### src/design/ttrr_pkg.sv
// Shared types and codes for the task table with round robin ready queue.
// No dependencies.
package ttrr_pkg;

  localparam logic [2:0] ACT_CREATE  = 3'd0;
  localparam logic [2:0] ACT_DESTROY = 3'd1;
  localparam logic [2:0] ACT_SET     = 3'd2;
  localparam logic [2:0] ACT_EXIT    = 3'd3;
  localparam logic [2:0] ACT_SCHED   = 3'd4;
  localparam logic [2:0] ACT_QUERY   = 3'd5;

  localparam logic [1:0] TS_READY      = 2'd0;
  localparam logic [1:0] TS_RUNNING    = 2'd1;
  localparam logic [1:0] TS_BLOCKED    = 2'd2;
  localparam logic [1:0] TS_TERMINATED = 2'd3;

  localparam logic [1:0] STAT_OK      = 2'd0;
  localparam logic [1:0] STAT_NOFREE  = 2'd1;
  localparam logic [1:0] STAT_BAD     = 2'd2;
  localparam logic [1:0] STAT_REFUSED = 2'd3;

  typedef enum logic [1:0] {
    TGT_PTR = 2'd0,
    TGT_CUR = 2'd1,
    TGT_SEL = 2'd2,
    TGT_RID = 2'd3
  } tgt_sel_t;

  typedef enum logic [1:0] {
    RID_TGT  = 2'd0,
    RID_CUR  = 2'd1,
    RID_ZERO = 2'd2
  } rid_sel_t;

  typedef struct packed {
    logic       load;
    logic       tgt_ld;
    tgt_sel_t   tgt_sel;
    logic       rd;
    logic       unlink;
    logic       enq1;
    logic       enq2;
    logic       st_wr;
    logic       st_nst;
    logic [1:0] st_val;
    logic       par_wr;
    logic       par_cur;
    logic       used_set;
    logic       used_clr;
    logic       srch_init;
    logic       srch_step;
    logic       search_ld;
    logic       sel_ld;
    logic       cur_ld;
    logic       rid_ld;
    rid_sel_t   rid_sel;
    logic       stat_ld;
    logic [1:0] stat_val;
    logic       out_ld;
  } cmd_t;

  typedef struct packed {
    logic [2:0] act;
    logic       tgt_valid;
    logic       tgt_is0;
    logic       tgt_is_cur;
    logic       cur_is0;
    logic       old_ready;
    logic       nst_ready;
    logic       head_none;
    logic       sel_is_cur;
    logic       srch_free;
    logic       srch_end;
    logic       out_full;
  } sts_t;

endpackage

### src/design/ttrr_ram.sv
// Generic single write port, single read port RAM with registered read data.
// No dependencies.
module ttrr_ram #(
  parameter int W = 8,
  parameter int D = 64,
  localparam int AW = $clog2(D)
) (
  input  logic          clk,
  input  logic          we,
  input  logic [AW-1:0] waddr,
  input  logic [W-1:0]  wdata,
  input  logic          re,
  input  logic [AW-1:0] raddr,
  output logic [W-1:0]  q
);

  logic [W-1:0] mem_r [D];
  logic [W-1:0] q_r;

  always_ff @(posedge clk) begin
    if (we) begin
      mem_r[waddr] <= wdata;
    end
    if (re) begin
      q_r <= mem_r[raddr];
    end
  end

  assign q = q_r;

endmodule

### src/design/ttrr_ctrl.sv
// Sequencing state machine for the task table.
// Depends on ttrr_pkg for the command and status structs.
module ttrr_ctrl import ttrr_pkg::*; (
  input  logic clk,
  input  logic rst_n,
  input  logic in_valid,
  output logic in_ready,
  input  sts_t sts,
  output cmd_t cmd
);

  typedef enum logic [17:0] {
    S_IDLE  = 18'd1,
    S_DEC   = 18'd2,
    S_SRCH  = 18'd4,
    S_CWR   = 18'd8,
    S_DWAIT = 18'd16,
    S_SWAIT = 18'd32,
    S_ENQ1  = 18'd64,
    S_ENQ2  = 18'd128,
    S_XWAIT = 18'd256,
    S_SCH0  = 18'd512,
    S_SCH1  = 18'd1024,
    S_SQ1   = 18'd2048,
    S_SQ2   = 18'd4096,
    S_SW    = 18'd8192,
    S_SW2   = 18'd16384,
    S_SEND  = 18'd32768,
    S_ORD   = 18'd65536,
    S_OUT   = 18'd131072
  } state_t;

  state_t state_r, state_nxt;

  assign in_ready = (state_r == S_IDLE);

  always_comb begin
    cmd = '0;
    state_nxt = state_r;
    case (state_r)
      S_IDLE: begin
        if (in_valid) begin
          cmd.load = 1'b1;
          state_nxt = S_DEC;
        end
      end
      S_DEC: begin
        case (sts.act)
          ACT_CREATE: begin
            cmd.srch_init = 1'b1;
            state_nxt = S_SRCH;
          end
          ACT_DESTROY: begin
            if (!sts.tgt_valid) begin
              cmd.stat_ld = 1'b1;
              cmd.stat_val = STAT_BAD;
              state_nxt = S_ORD;
            end else if (sts.tgt_is0 || sts.tgt_is_cur) begin
              cmd.stat_ld = 1'b1;
              cmd.stat_val = STAT_REFUSED;
              state_nxt = S_ORD;
            end else begin
              cmd.rd = 1'b1;
              state_nxt = S_DWAIT;
            end
          end
          ACT_SET: begin
            if (!sts.tgt_valid) begin
              cmd.stat_ld = 1'b1;
              cmd.stat_val = STAT_BAD;
              state_nxt = S_ORD;
            end else begin
              cmd.rd = 1'b1;
              state_nxt = S_SWAIT;
            end
          end
          ACT_EXIT: begin
            cmd.rid_ld = 1'b1;
            cmd.rid_sel = RID_CUR;
            if (sts.cur_is0) begin
              cmd.stat_ld = 1'b1;
              cmd.stat_val = STAT_REFUSED;
              state_nxt = S_ORD;
            end else begin
              cmd.tgt_ld = 1'b1;
              cmd.tgt_sel = TGT_CUR;
              cmd.rd = 1'b1;
              state_nxt = S_XWAIT;
            end
          end
          ACT_SCHED: begin
            state_nxt = S_SCH0;
          end
          ACT_QUERY: begin
            if (!sts.tgt_valid) begin
              cmd.stat_ld = 1'b1;
              cmd.stat_val = STAT_BAD;
            end
            state_nxt = S_ORD;
          end
          default: begin
            cmd.stat_ld = 1'b1;
            cmd.stat_val = STAT_REFUSED;
            state_nxt = S_ORD;
          end
        endcase
      end
      S_SRCH: begin
        if (sts.srch_end) begin
          cmd.stat_ld = 1'b1;
          cmd.stat_val = STAT_NOFREE;
          cmd.rid_ld = 1'b1;
          cmd.rid_sel = RID_ZERO;
          state_nxt = S_ORD;
        end else if (sts.srch_free) begin
          cmd.tgt_ld = 1'b1;
          cmd.tgt_sel = TGT_PTR;
          state_nxt = S_CWR;
        end else begin
          cmd.srch_step = 1'b1;
        end
      end
      S_CWR: begin
        cmd.used_set = 1'b1;
        cmd.st_wr = 1'b1;
        cmd.st_val = TS_READY;
        cmd.par_wr = 1'b1;
        cmd.par_cur = 1'b1;
        cmd.search_ld = 1'b1;
        cmd.rid_ld = 1'b1;
        cmd.rid_sel = RID_TGT;
        state_nxt = S_ENQ1;
      end
      S_DWAIT: begin
        cmd.unlink = 1'b1;
        cmd.used_clr = 1'b1;
        cmd.st_wr = 1'b1;
        cmd.st_val = TS_READY;
        cmd.par_wr = 1'b1;
        state_nxt = S_ORD;
      end
      S_SWAIT: begin
        cmd.st_wr = 1'b1;
        cmd.st_nst = 1'b1;
        if (sts.old_ready && !sts.nst_ready) begin
          cmd.unlink = 1'b1;
          state_nxt = S_ORD;
        end else if (!sts.old_ready && sts.nst_ready) begin
          state_nxt = S_ENQ1;
        end else begin
          state_nxt = S_ORD;
        end
      end
      S_ENQ1: begin
        cmd.enq1 = 1'b1;
        state_nxt = S_ENQ2;
      end
      S_ENQ2: begin
        cmd.enq2 = 1'b1;
        state_nxt = S_ORD;
      end
      S_XWAIT: begin
        cmd.st_wr = 1'b1;
        cmd.st_val = TS_TERMINATED;
        cmd.unlink = 1'b1;
        state_nxt = S_SCH0;
      end
      S_SCH0: begin
        if (sts.head_none) begin
          state_nxt = S_SEND;
        end else begin
          cmd.sel_ld = 1'b1;
          cmd.tgt_ld = 1'b1;
          cmd.tgt_sel = TGT_CUR;
          cmd.rd = 1'b1;
          state_nxt = S_SCH1;
        end
      end
      S_SCH1: begin
        if (sts.old_ready) begin
          cmd.unlink = 1'b1;
          state_nxt = S_SQ1;
        end else begin
          state_nxt = S_SW;
        end
      end
      S_SQ1: begin
        cmd.enq1 = 1'b1;
        state_nxt = S_SQ2;
      end
      S_SQ2: begin
        cmd.enq2 = 1'b1;
        state_nxt = S_SW;
      end
      S_SW: begin
        if (sts.sel_is_cur) begin
          state_nxt = S_SEND;
        end else begin
          cmd.cur_ld = 1'b1;
          cmd.tgt_ld = 1'b1;
          cmd.tgt_sel = TGT_SEL;
          cmd.rd = 1'b1;
          state_nxt = S_SW2;
        end
      end
      S_SW2: begin
        cmd.st_wr = 1'b1;
        cmd.st_val = TS_RUNNING;
        cmd.unlink = 1'b1;
        state_nxt = S_SEND;
      end
      S_SEND: begin
        if (sts.act != ACT_EXIT) begin
          cmd.rid_ld = 1'b1;
          cmd.rid_sel = RID_CUR;
        end
        state_nxt = S_ORD;
      end
      S_ORD: begin
        cmd.tgt_ld = 1'b1;
        cmd.tgt_sel = TGT_RID;
        cmd.rd = 1'b1;
        state_nxt = S_OUT;
      end
      S_OUT: begin
        if (!sts.out_full) begin
          cmd.out_ld = 1'b1;
          state_nxt = S_IDLE;
        end
      end
      default: begin
        state_nxt = S_IDLE;
      end
    endcase
  end

  always_ff @(posedge clk) begin
    if (!rst_n) begin
      state_r <= S_IDLE;
    end else begin
      state_r <= state_nxt;
    end
  end

endmodule

### src/design/ttrr_dpath.sv
// Datapath of the task table: slot flags, queue pointers, link and attribute
// memories, free-slot search and result register. Depends on ttrr_pkg, ttrr_ram.
module ttrr_dpath import ttrr_pkg::*; #(
  parameter int TASK_SLOTS = 64
) (
  input  logic       clk,
  input  logic       rst_n,
  input  logic [2:0] in_action,
  input  logic [5:0] in_task_id,
  input  logic [1:0] in_new_state,
  input  cmd_t       cmd,
  output sts_t       sts,
  input  logic       out_ready,
  output logic       out_valid,
  output logic [1:0] out_status,
  output logic [5:0] out_result_id,
  output logic       out_slot_in_use,
  output logic [1:0] out_slot_state,
  output logic [5:0] out_slot_parent,
  output logic [5:0] out_current_id,
  output logic       out_queue_empty
);

  localparam int AW = $clog2(TASK_SLOTS);
  localparam int IW = $clog2(TASK_SLOTS + 1);
  localparam int TW = (IW > 6) ? IW : 6;
  localparam logic [IW-1:0] NONE = IW'(TASK_SLOTS);

  logic [TASK_SLOTS-1:0] used_r, used_nxt, queued_r, queued_nxt;
  logic [TASK_SLOTS-1:0] wvs_r, wvs_nxt, wvp_r, wvp_nxt;
  logic [IW-1:0] head_r, head_nxt, tail_r, tail_nxt, search_r, search_nxt;
  logic [IW-1:0] cnt_r, cnt_nxt;
  logic [AW-1:0] cur_r, cur_nxt, sel_r, sel_nxt, ptr_r, ptr_nxt;
  logic [TW-1:0] tgt_r, tgt_nxt, rid_r, rid_nxt;
  logic [2:0]    act_r;
  logic [1:0]    nst_r, status_r;
  logic          wvsq_r, wvpq_r, z0q_r;
  logic          out_valid_r;
  logic [1:0]    o_status_r, o_state_r;
  logic [5:0]    o_rid_r, o_parent_r, o_cur_r;
  logic          o_used_r, o_empty_r;

  logic          tgt_in, rd_in;
  logic [AW-1:0] ta, raddr;
  logic [1:0]    st_q, st_wd, rd_state;
  logic [AW-1:0] par_q, par_wd, rd_parent;
  logic [IW-1:0] nl_q, pl_q, nl_wd, pl_wd;
  logic [AW-1:0] nl_wa, pl_wa;
  logic          nl_we, pl_we;
  logic [TW-1:0] par_ext, cur_ext;

  assign tgt_in = tgt_r < TW'(TASK_SLOTS);
  assign ta     = tgt_in ? tgt_r[AW-1:0] : '0;

  always_comb begin
    tgt_nxt = tgt_r;
    if (cmd.load) begin
      tgt_nxt = TW'(in_task_id);
    end else if (cmd.tgt_ld) begin
      case (cmd.tgt_sel)
        TGT_PTR: tgt_nxt = TW'(ptr_r);
        TGT_CUR: tgt_nxt = TW'(cur_r);
        TGT_SEL: tgt_nxt = TW'(sel_r);
        TGT_RID: tgt_nxt = rid_r;
        default: tgt_nxt = tgt_r;
      endcase
    end
  end

  assign rd_in = tgt_nxt < TW'(TASK_SLOTS);
  assign raddr = rd_in ? tgt_nxt[AW-1:0] : '0;

  // Entries never written read as their reset values.
  assign rd_state  = wvsq_r ? st_q : (z0q_r ? TS_RUNNING : TS_READY);
  assign rd_parent = wvpq_r ? par_q : '0;
  assign st_wd     = cmd.st_nst ? nst_r : cmd.st_val;
  assign par_wd    = cmd.par_cur ? cur_r : '0;

  always_comb begin
    used_nxt   = used_r;
    queued_nxt = queued_r;
    wvs_nxt    = wvs_r;
    wvp_nxt    = wvp_r;
    head_nxt   = head_r;
    tail_nxt   = tail_r;
    nl_we = 1'b0;
    pl_we = 1'b0;
    nl_wa = ta;
    pl_wa = ta;
    nl_wd = NONE;
    pl_wd = NONE;
    if (cmd.unlink && queued_r[ta]) begin
      if (pl_q < NONE) begin
        nl_we = 1'b1;
        nl_wa = pl_q[AW-1:0];
        nl_wd = nl_q;
      end else begin
        head_nxt = nl_q;
      end
      if (nl_q < NONE) begin
        pl_we = 1'b1;
        pl_wa = nl_q[AW-1:0];
        pl_wd = pl_q;
      end else begin
        tail_nxt = pl_q;
      end
      queued_nxt[ta] = 1'b0;
    end
    if (cmd.enq1 && !queued_r[ta]) begin
      nl_we = 1'b1;
      nl_wd = NONE;
      pl_we = 1'b1;
      pl_wd = tail_r;
    end
    if (cmd.enq2 && !queued_r[ta]) begin
      if (tail_r < NONE) begin
        nl_we = 1'b1;
        nl_wa = tail_r[AW-1:0];
        nl_wd = IW'(ta);
      end else begin
        head_nxt = IW'(ta);
      end
      tail_nxt = IW'(ta);
      queued_nxt[ta] = 1'b1;
    end
    if (cmd.used_set) used_nxt[ta] = 1'b1;
    if (cmd.used_clr) used_nxt[ta] = 1'b0;
    if (cmd.st_wr)    wvs_nxt[ta] = 1'b1;
    if (cmd.par_wr)   wvp_nxt[ta] = 1'b1;
  end

  always_comb begin
    ptr_nxt    = ptr_r;
    cnt_nxt    = cnt_r;
    search_nxt = search_r;
    cur_nxt    = cur_r;
    sel_nxt    = sel_r;
    rid_nxt    = rid_r;
    if (cmd.srch_init) begin
      ptr_nxt = (search_r >= NONE) ? AW'(1) : search_r[AW-1:0];
      cnt_nxt = '0;
    end else if (cmd.srch_step) begin
      ptr_nxt = (ptr_r == AW'(TASK_SLOTS - 1)) ? AW'(1) : ptr_r + AW'(1);
      cnt_nxt = cnt_r + IW'(1);
    end
    if (cmd.search_ld) search_nxt = IW'(ta) + IW'(1);
    if (cmd.sel_ld)    sel_nxt = head_r[AW-1:0];
    if (cmd.cur_ld)    cur_nxt = sel_r;
    if (cmd.load) begin
      rid_nxt = TW'(in_task_id);
    end else if (cmd.rid_ld) begin
      case (cmd.rid_sel)
        RID_TGT:  rid_nxt = tgt_r;
        RID_CUR:  rid_nxt = TW'(cur_r);
        RID_ZERO: rid_nxt = '0;
        default:  rid_nxt = rid_r;
      endcase
    end
  end

  ttrr_ram #(.W(2), .D(TASK_SLOTS)) u_state_ram (
    .clk(clk), .we(cmd.st_wr), .waddr(ta), .wdata(st_wd),
    .re(cmd.rd), .raddr(raddr), .q(st_q)
  );
  ttrr_ram #(.W(AW), .D(TASK_SLOTS)) u_parent_ram (
    .clk(clk), .we(cmd.par_wr), .waddr(ta), .wdata(par_wd),
    .re(cmd.rd), .raddr(raddr), .q(par_q)
  );
  ttrr_ram #(.W(IW), .D(TASK_SLOTS)) u_next_ram (
    .clk(clk), .we(nl_we), .waddr(nl_wa), .wdata(nl_wd),
    .re(cmd.rd), .raddr(raddr), .q(nl_q)
  );
  ttrr_ram #(.W(IW), .D(TASK_SLOTS)) u_prev_ram (
    .clk(clk), .we(pl_we), .waddr(pl_wa), .wdata(pl_wd),
    .re(cmd.rd), .raddr(raddr), .q(pl_q)
  );

  assign par_ext = TW'(rd_parent);
  assign cur_ext = TW'(cur_r);

  always_ff @(posedge clk) begin
    if (!rst_n) begin
      used_r      <= TASK_SLOTS'(1);
      queued_r    <= '0;
      wvs_r       <= '0;
      wvp_r       <= '0;
      head_r      <= NONE;
      tail_r      <= NONE;
      search_r    <= IW'(1);
      cur_r       <= '0;
      out_valid_r <= 1'b0;
    end else begin
      used_r   <= used_nxt;
      queued_r <= queued_nxt;
      wvs_r    <= wvs_nxt;
      wvp_r    <= wvp_nxt;
      head_r   <= head_nxt;
      tail_r   <= tail_nxt;
      search_r <= search_nxt;
      cur_r    <= cur_nxt;
      if (cmd.out_ld) begin
        out_valid_r <= 1'b1;
      end else if (out_ready) begin
        out_valid_r <= 1'b0;
      end
    end
  end

  always_ff @(posedge clk) begin
    tgt_r <= tgt_nxt;
    rid_r <= rid_nxt;
    ptr_r <= ptr_nxt;
    cnt_r <= cnt_nxt;
    sel_r <= sel_nxt;
    if (cmd.load) begin
      act_r    <= in_action;
      nst_r    <= in_new_state;
      status_r <= STAT_OK;
    end else if (cmd.stat_ld) begin
      status_r <= cmd.stat_val;
    end
    if (cmd.rd) begin
      wvsq_r <= wvs_r[raddr];
      wvpq_r <= wvp_r[raddr];
      z0q_r  <= (raddr == '0);
    end
    if (cmd.out_ld) begin
      o_status_r <= status_r;
      o_rid_r    <= rid_r[5:0];
      o_used_r   <= tgt_in && used_r[ta];
      o_state_r  <= tgt_in ? rd_state : TS_READY;
      o_parent_r <= tgt_in ? par_ext[5:0] : 6'd0;
      o_cur_r    <= cur_ext[5:0];
      o_empty_r  <= head_r >= NONE;
    end
  end

  always_comb begin
    sts.act        = act_r;
    sts.tgt_valid  = tgt_in && used_r[ta];
    sts.tgt_is0    = (tgt_r == '0);
    sts.tgt_is_cur = (tgt_r == cur_ext);
    sts.cur_is0    = (cur_r == '0);
    sts.old_ready  = (rd_state == TS_READY);
    sts.nst_ready  = (nst_r == TS_READY);
    sts.head_none  = (head_r >= NONE);
    sts.sel_is_cur = (sel_r == cur_r);
    sts.srch_free  = !used_r[ptr_r];
    sts.srch_end   = (cnt_r == IW'(TASK_SLOTS - 1));
    sts.out_full   = out_valid_r && !out_ready;
  end

  assign out_valid       = out_valid_r;
  assign out_status      = o_status_r;
  assign out_result_id   = o_rid_r;
  assign out_slot_in_use = o_used_r;
  assign out_slot_state  = o_state_r;
  assign out_slot_parent = o_parent_r;
  assign out_current_id  = o_cur_r;
  assign out_queue_empty = o_empty_r;

endmodule

### src/design/task_table_round_robin.sv
// Top level of the task table with round robin ready queue.
// Depends on ttrr_pkg, ttrr_ctrl and ttrr_dpath.
//
// Usage: each input transaction (in_action, in_task_id, in_new_state) is one
// request: create, destroy, set state, exit, schedule or query. Each request
// produces exactly one result transaction on the out_ channel, in order.
// The block works on one request at a time; in_ready is high only while the
// sequencer is idle. Set state takes longer when it appends the task to the
// queue, and exit and schedule take longer when the ready queue is not empty.
// Create scans the slot table one slot per cycle, next-fit from the last
// allocation. The next request is accepted the cycle after the result is
// registered. The free-slot scan and the single port link memories set how
// long each request takes.
// The result sits in an output register, so the next request is accepted as
// soon as the result has been registered, even while out_ready is low. If the
// receiver stalls, the following result waits in the sequencer until the
// register is free.
// After reset slot 0 holds the idle task, running and current, the ready
// queue is empty and the block is ready at once; no clearing pass is needed.
module task_table_round_robin import ttrr_pkg::*; #(
  parameter int TASK_SLOTS = 64
) (
  input  logic       clk,
  input  logic       rst_n,
  input  logic       in_valid,
  output logic       in_ready,
  input  logic [2:0] in_action,
  input  logic [5:0] in_task_id,
  input  logic [1:0] in_new_state,
  output logic       out_valid,
  input  logic       out_ready,
  output logic [1:0] out_status,
  output logic [5:0] out_result_id,
  output logic       out_slot_in_use,
  output logic [1:0] out_slot_state,
  output logic [5:0] out_slot_parent,
  output logic [5:0] out_current_id,
  output logic       out_queue_empty
);

  // Command and status travel between the sequencer and the datapath.
  cmd_t cmd;
  sts_t sts;

  ttrr_ctrl u_ctrl (
    .clk(clk),
    .rst_n(rst_n),
    .in_valid(in_valid),
    .in_ready(in_ready),
    .sts(sts),
    .cmd(cmd)
  );

  // The datapath holds the slot flags, queue pointers and link memories.
  ttrr_dpath #(.TASK_SLOTS(TASK_SLOTS)) u_dpath (
    .clk(clk),
    .rst_n(rst_n),
    .in_action(in_action),
    .in_task_id(in_task_id),
    .in_new_state(in_new_state),
    .cmd(cmd),
    .sts(sts),
    .out_ready(out_ready),
    .out_valid(out_valid),
    .out_status(out_status),
    .out_result_id(out_result_id),
    .out_slot_in_use(out_slot_in_use),
    .out_slot_state(out_slot_state),
    .out_slot_parent(out_slot_parent),
    .out_current_id(out_current_id),
    .out_queue_empty(out_queue_empty)
  );

endmodule

### config.mk
export PLATFORM = sky130hd
export DESIGN_NAME = task_table_round_robin
export DESIGN_NICKNAME = d
export VERILOG_FILES = /design/src/design/ttrr_pkg.sv /design/src/design/ttrr_ram.sv /design/src/design/ttrr_ctrl.sv /design/src/design/ttrr_dpath.sv /design/src/design/task_table_round_robin.sv
export SDC_FILE = /design/constraint.sdc
export NUM_CORES = 2
export LEC_CHECK = 0
export BUFFER_PORTS_ARGS = -buffer_cell sky130_fd_sc_hd__buf_2
export CAP_MARGIN = 20
export CORE_AREA = 2 2 439 441
export DETAILED_ROUTE_END_ITERATION = 16
export DIE_AREA = 0 0 441 443
export GPL_ROUTABILITY_DRIVEN = 0
export PLACE_DENSITY = 0.56
export SYNTH_ARGS = -nofsm -noshare
export SYNTH_HDL_FRONTEND = slang
export SYNTH_SLANG_ARGS = --single-unit
### constraint.sdc
create_clock -name clk -period 6.7 [get_ports clk]
set_input_delay 1.34 -clock clk [delete_from_list [all_inputs] [get_ports clk]]
set_output_delay 1.34 -clock clk [all_outputs]
set_load 0.1 [all_outputs]
==> metrics.txt <==
Post-Synth Simple-Gate Area=between 10 and 15%; 1st-pass router iterations=7; Final Net Count=6,222; core box area=0.191 mm²; critical path type=reg -> reg; startpoint types=flip-flop; met2 GRT Util=39.6%; CP peak stage delay=0.85 ns; syn_area_per_cell=between 10 and 15 µm²; Slew Limit Fails=0; total CTS buffers=186; Slowest-stage cell, CP=a21boi_0; Post-Synth Adder-Cell Area=0.0990%; vias in the first global route=~52,000; worst slew pin tran=1.34 ns; post-synthesis sequential area ratio=67.1%; H-tree levels=4; Gate Count Post-Synth=6,209; GRT Overall Usage=27.0%; VDD IR max=220 µV; Worst slew margin=10.7%; max frequency=154 MHz; largest family of logic cells by synthesized area=compound AO/OA/AOI/OAI gates; Fill cells=17,100; Synth Area in Compound Gates=between 10 and 15%; final core occ=44.9%; Max Clock Skew=0.0442 ns; post-synthesis async set-or-reset flop share=0%; FF+latch count, synth=1,799; final instance area=0.0857 mm²; first-pass GRT wire length=~380,000 µm; WP data arrival=7.07 ns; die area=0.195 mm²; min Tclk post-route=about 6.5 ns; placed standard-cell area=about 0.08 mm²; clk buf depth=3; Final ANT Viol Nets=0; row cnt=161; cell taking the most area after synthesis=edfxtp_1; Synth Warn #=0; EDFF count, synth=1,480; crit path cell chain=and3b_1 > a21boi_0 > nor4b_1 > or4_1 > nor3_1 > mux2i_1 > a22oi_1 > nand2b_2 > nand2_1 > buf_4 > nor2_1 > a221oi_1 > o32ai_1; post-CTS resize count=0; Seq pwr share=43.3%; Detailed Route WL=269,000 µm; setup TNS=0 ns; most frequent cell after synthesis=edfxtp_1; Critical Path Fanout Max=17; Top FF cell, synth=edfxtp_1; Post-Syn Area=0.0758 mm²; P_leak=between 30 and 40 nW; status=finished, final reports clean; TritonCTS clock tree=yes; GR Util met1=38.6%; antenna violations before repair=16; crit end category=flip-flop; Final Hold Vio Count=0; worst hold margin=around 0.44 ns; largest net degree at the start of global routing=186; mux cell area share after synthesis=2.91%; area share of the largest cell type after synthesis=about three fifths; Vias=55,200; Die Wd=roughly 440 µm; ranking of synthesized cells by area=edfxtp_1 (59%), dfxtp_1 (8.4%), nand2_1 (4.1%); hold crit path type=reg -> reg; post-detail-place hpwl=around 170,000 µm; Required @ worst endpoint=7.27 ns; clk root buf=clkbuf_16; Clk pwr share=37.0%; die height=443 µm; IO buf count=40; Post-Synth XOR/XNOR Area=0.266%; max-cap violations=0; Initial Util=39.6%; post-synth net total=6,230; Clock Sinks=approximately 1,800; Finish-stage setup viols=0; pwr/cell area=323 mW/mm²; share of cells above drive strength 1=11.2%; sw power=8.51 mW; GR Util met3=6.12%; DRC=0; Reg clk slew, reported paths=0.06 ns; Final Power=27.7 mW; initial drt markers=8,222; global route overflow=0; Logic pwr share=19.7%; cell-internal power=19.2 mW; Vias/cell=slightly above 6; RSZ-0062 raised after global routing=false; drt wl/cell=around 30 µm; Yosys cell types=97; sw frac=between 30 and 40%; Clk Latency, worst-skew pair=0.86 ns; postcts setup bufs=0; commonest cells in the netlist=edfxtp_1 (1,480), nand2_1 (822), nor2_1 (631); Hold-fix buffers, CTS=0; crit share post-route=97.0%; GRT busiest layer=met2; Layout area overhead=13.1%; I/O Pins=41
metal layers:
metal	routed length, µm	share of wire (%)	vias to the layer above
met5	92	0.034	-
met4	11800	4.4	12
met3	28300	11	561
met2	117000	44	3233
met1	111000	41	27900
li1	-	-	23500
state kept, by name, indices dropped and copies added, names as in the netlist, 7 cells and up, named ones only:
signal and flops:
u_dpath.tail_r 7, u_dpath.wvs_r 64, u_dpath.rid_r 7, u_dpath.u_next_ram.q 7
u_dpath.u_prev_ram.mem_r 448, u_dpath.u_prev_ram.q 7, u_dpath.cnt_r 7, u_dpath.u_state_ram.mem_r 128
u_dpath.head_r 7, u_dpath.search_r 7, u_dpath.wvp_r 64, u_dpath.tgt_r 7
u_dpath.u_parent_ram.mem_r 384, u_ctrl.state_r 18, u_dpath.u_next_ram.mem_r 448
cell type report:
cell class | instances | area, µm² | area share [%]
clock buffers | 248 | 5040 | 5.88
inverters | 29 | 124 | 0.144
repair buffers | 280 | 2480 | 2.89
clock inverters | 96 | 948 | 1.11
diodes | 8 | 20.0 | 0.0233
flip-flops and latches | 1799 | 50800 | 59.3
multi-input cells | 3905 | 23100 | 27.0
well taps | 2526 | 3160 | 3.69
critical path, delay by kind of cell, from the launching register on:
kind,cells,cell delay (ns)
AND/OR/NAND/NOR,7,2.85
AO/OA/AOI/OAI,4,2.00
flip-flops,1,0.54
multiplexers,1,0.45
buffers and inverters,1,0.38
placed cells by master (no fill, tap or decap), types with 24 or more instances in the layout:
cell type,count
nor4_1,38
o22ai_1,122
o211ai_1,29
mux2i_1,153
nand2b_1,24
mux2_2,43
nor3_1,195
nand2_1,819
clkinv_1,26
and3_1,84
and2_1,26
buf_12,36
clkbuf_1,48
or3_1,32
buf_4,200
or4_1,28
o21ai_0,280
nor2b_1,25
nand3_1,150
a221oi_1,27
a21boi_0,71
o32a_1,51
o21a_1,135
a311oi_1,46
nor2_1,622
a21oi_1,172
buf_2,40
a211oi_1,139
dfxtp_1,317
clkinv_2,43
clkbuf_16,187
o32ai_1,33
o211a_1,69
a31oi_1,95
edfxtp_1,1480
kinds of logic after synthesis:
kind of cell / after synthesis
flip-flops: 1799
AND/OR/NAND/NOR: 2158
buffers and inverters: 505
multiplexers: 207
AO/OA/AOI/OAI: 1511
XOR/XNOR: 23
adder cells (fa/ha/maj): 6
final timing paths:
check,depth (start not counted),to,start,slack (ns)
worst max-delay path,13,u_dpath.u_next_ram.q[2]$_DFFE_PP_,u_dpath.act_r[2]$_DFFE_PP_,0.20
worst min-delay path,0,u_dpath.out_status[1]$_DFFE_PP_,u_dpath.status_r[1]$_SDFFE_PP0P_,0.44
worst max register to register,13,u_dpath.u_next_ram.q[2]$_DFFE_PP_,u_dpath.act_r[2]$_DFFE_PP_,0.20
worst min register to register,0,u_dpath.out_status[1]$_DFFE_PP_,u_dpath.status_r[1]$_SDFFE_PP0P_,0.44
power groups by stage:
| stage | registers [mW] | clock network, mW | logic (mW) |
|---|---|---|---|
| 3_5_place_dp | 12.3 | 0 | 5.30 |
| 5_1_grt | 12.0 | 10.8 | 5.61 |
| 6_report | 12.0 | 10.3 | 5.45 |
| 2_1_floorplan | 12.2 | 0 | 2.90 |
| 3_3_place_gp | 12.3 | 0 | 5.29 |
| 4_1_cts | 12.0 | 10.3 | 5.31 |
per-stage QoR:
stage / cells / worst slack [ns]
floorplan: 6209 / 0.778
finish: 8891 / 0.200
global route: 8884 / 0.0388
CTS: 8881 / 0.436
global placement: 8535 / 0.414
detailed placement: 8537 / 0.451
Note: power is estimated with default switching activity, not from simulation.
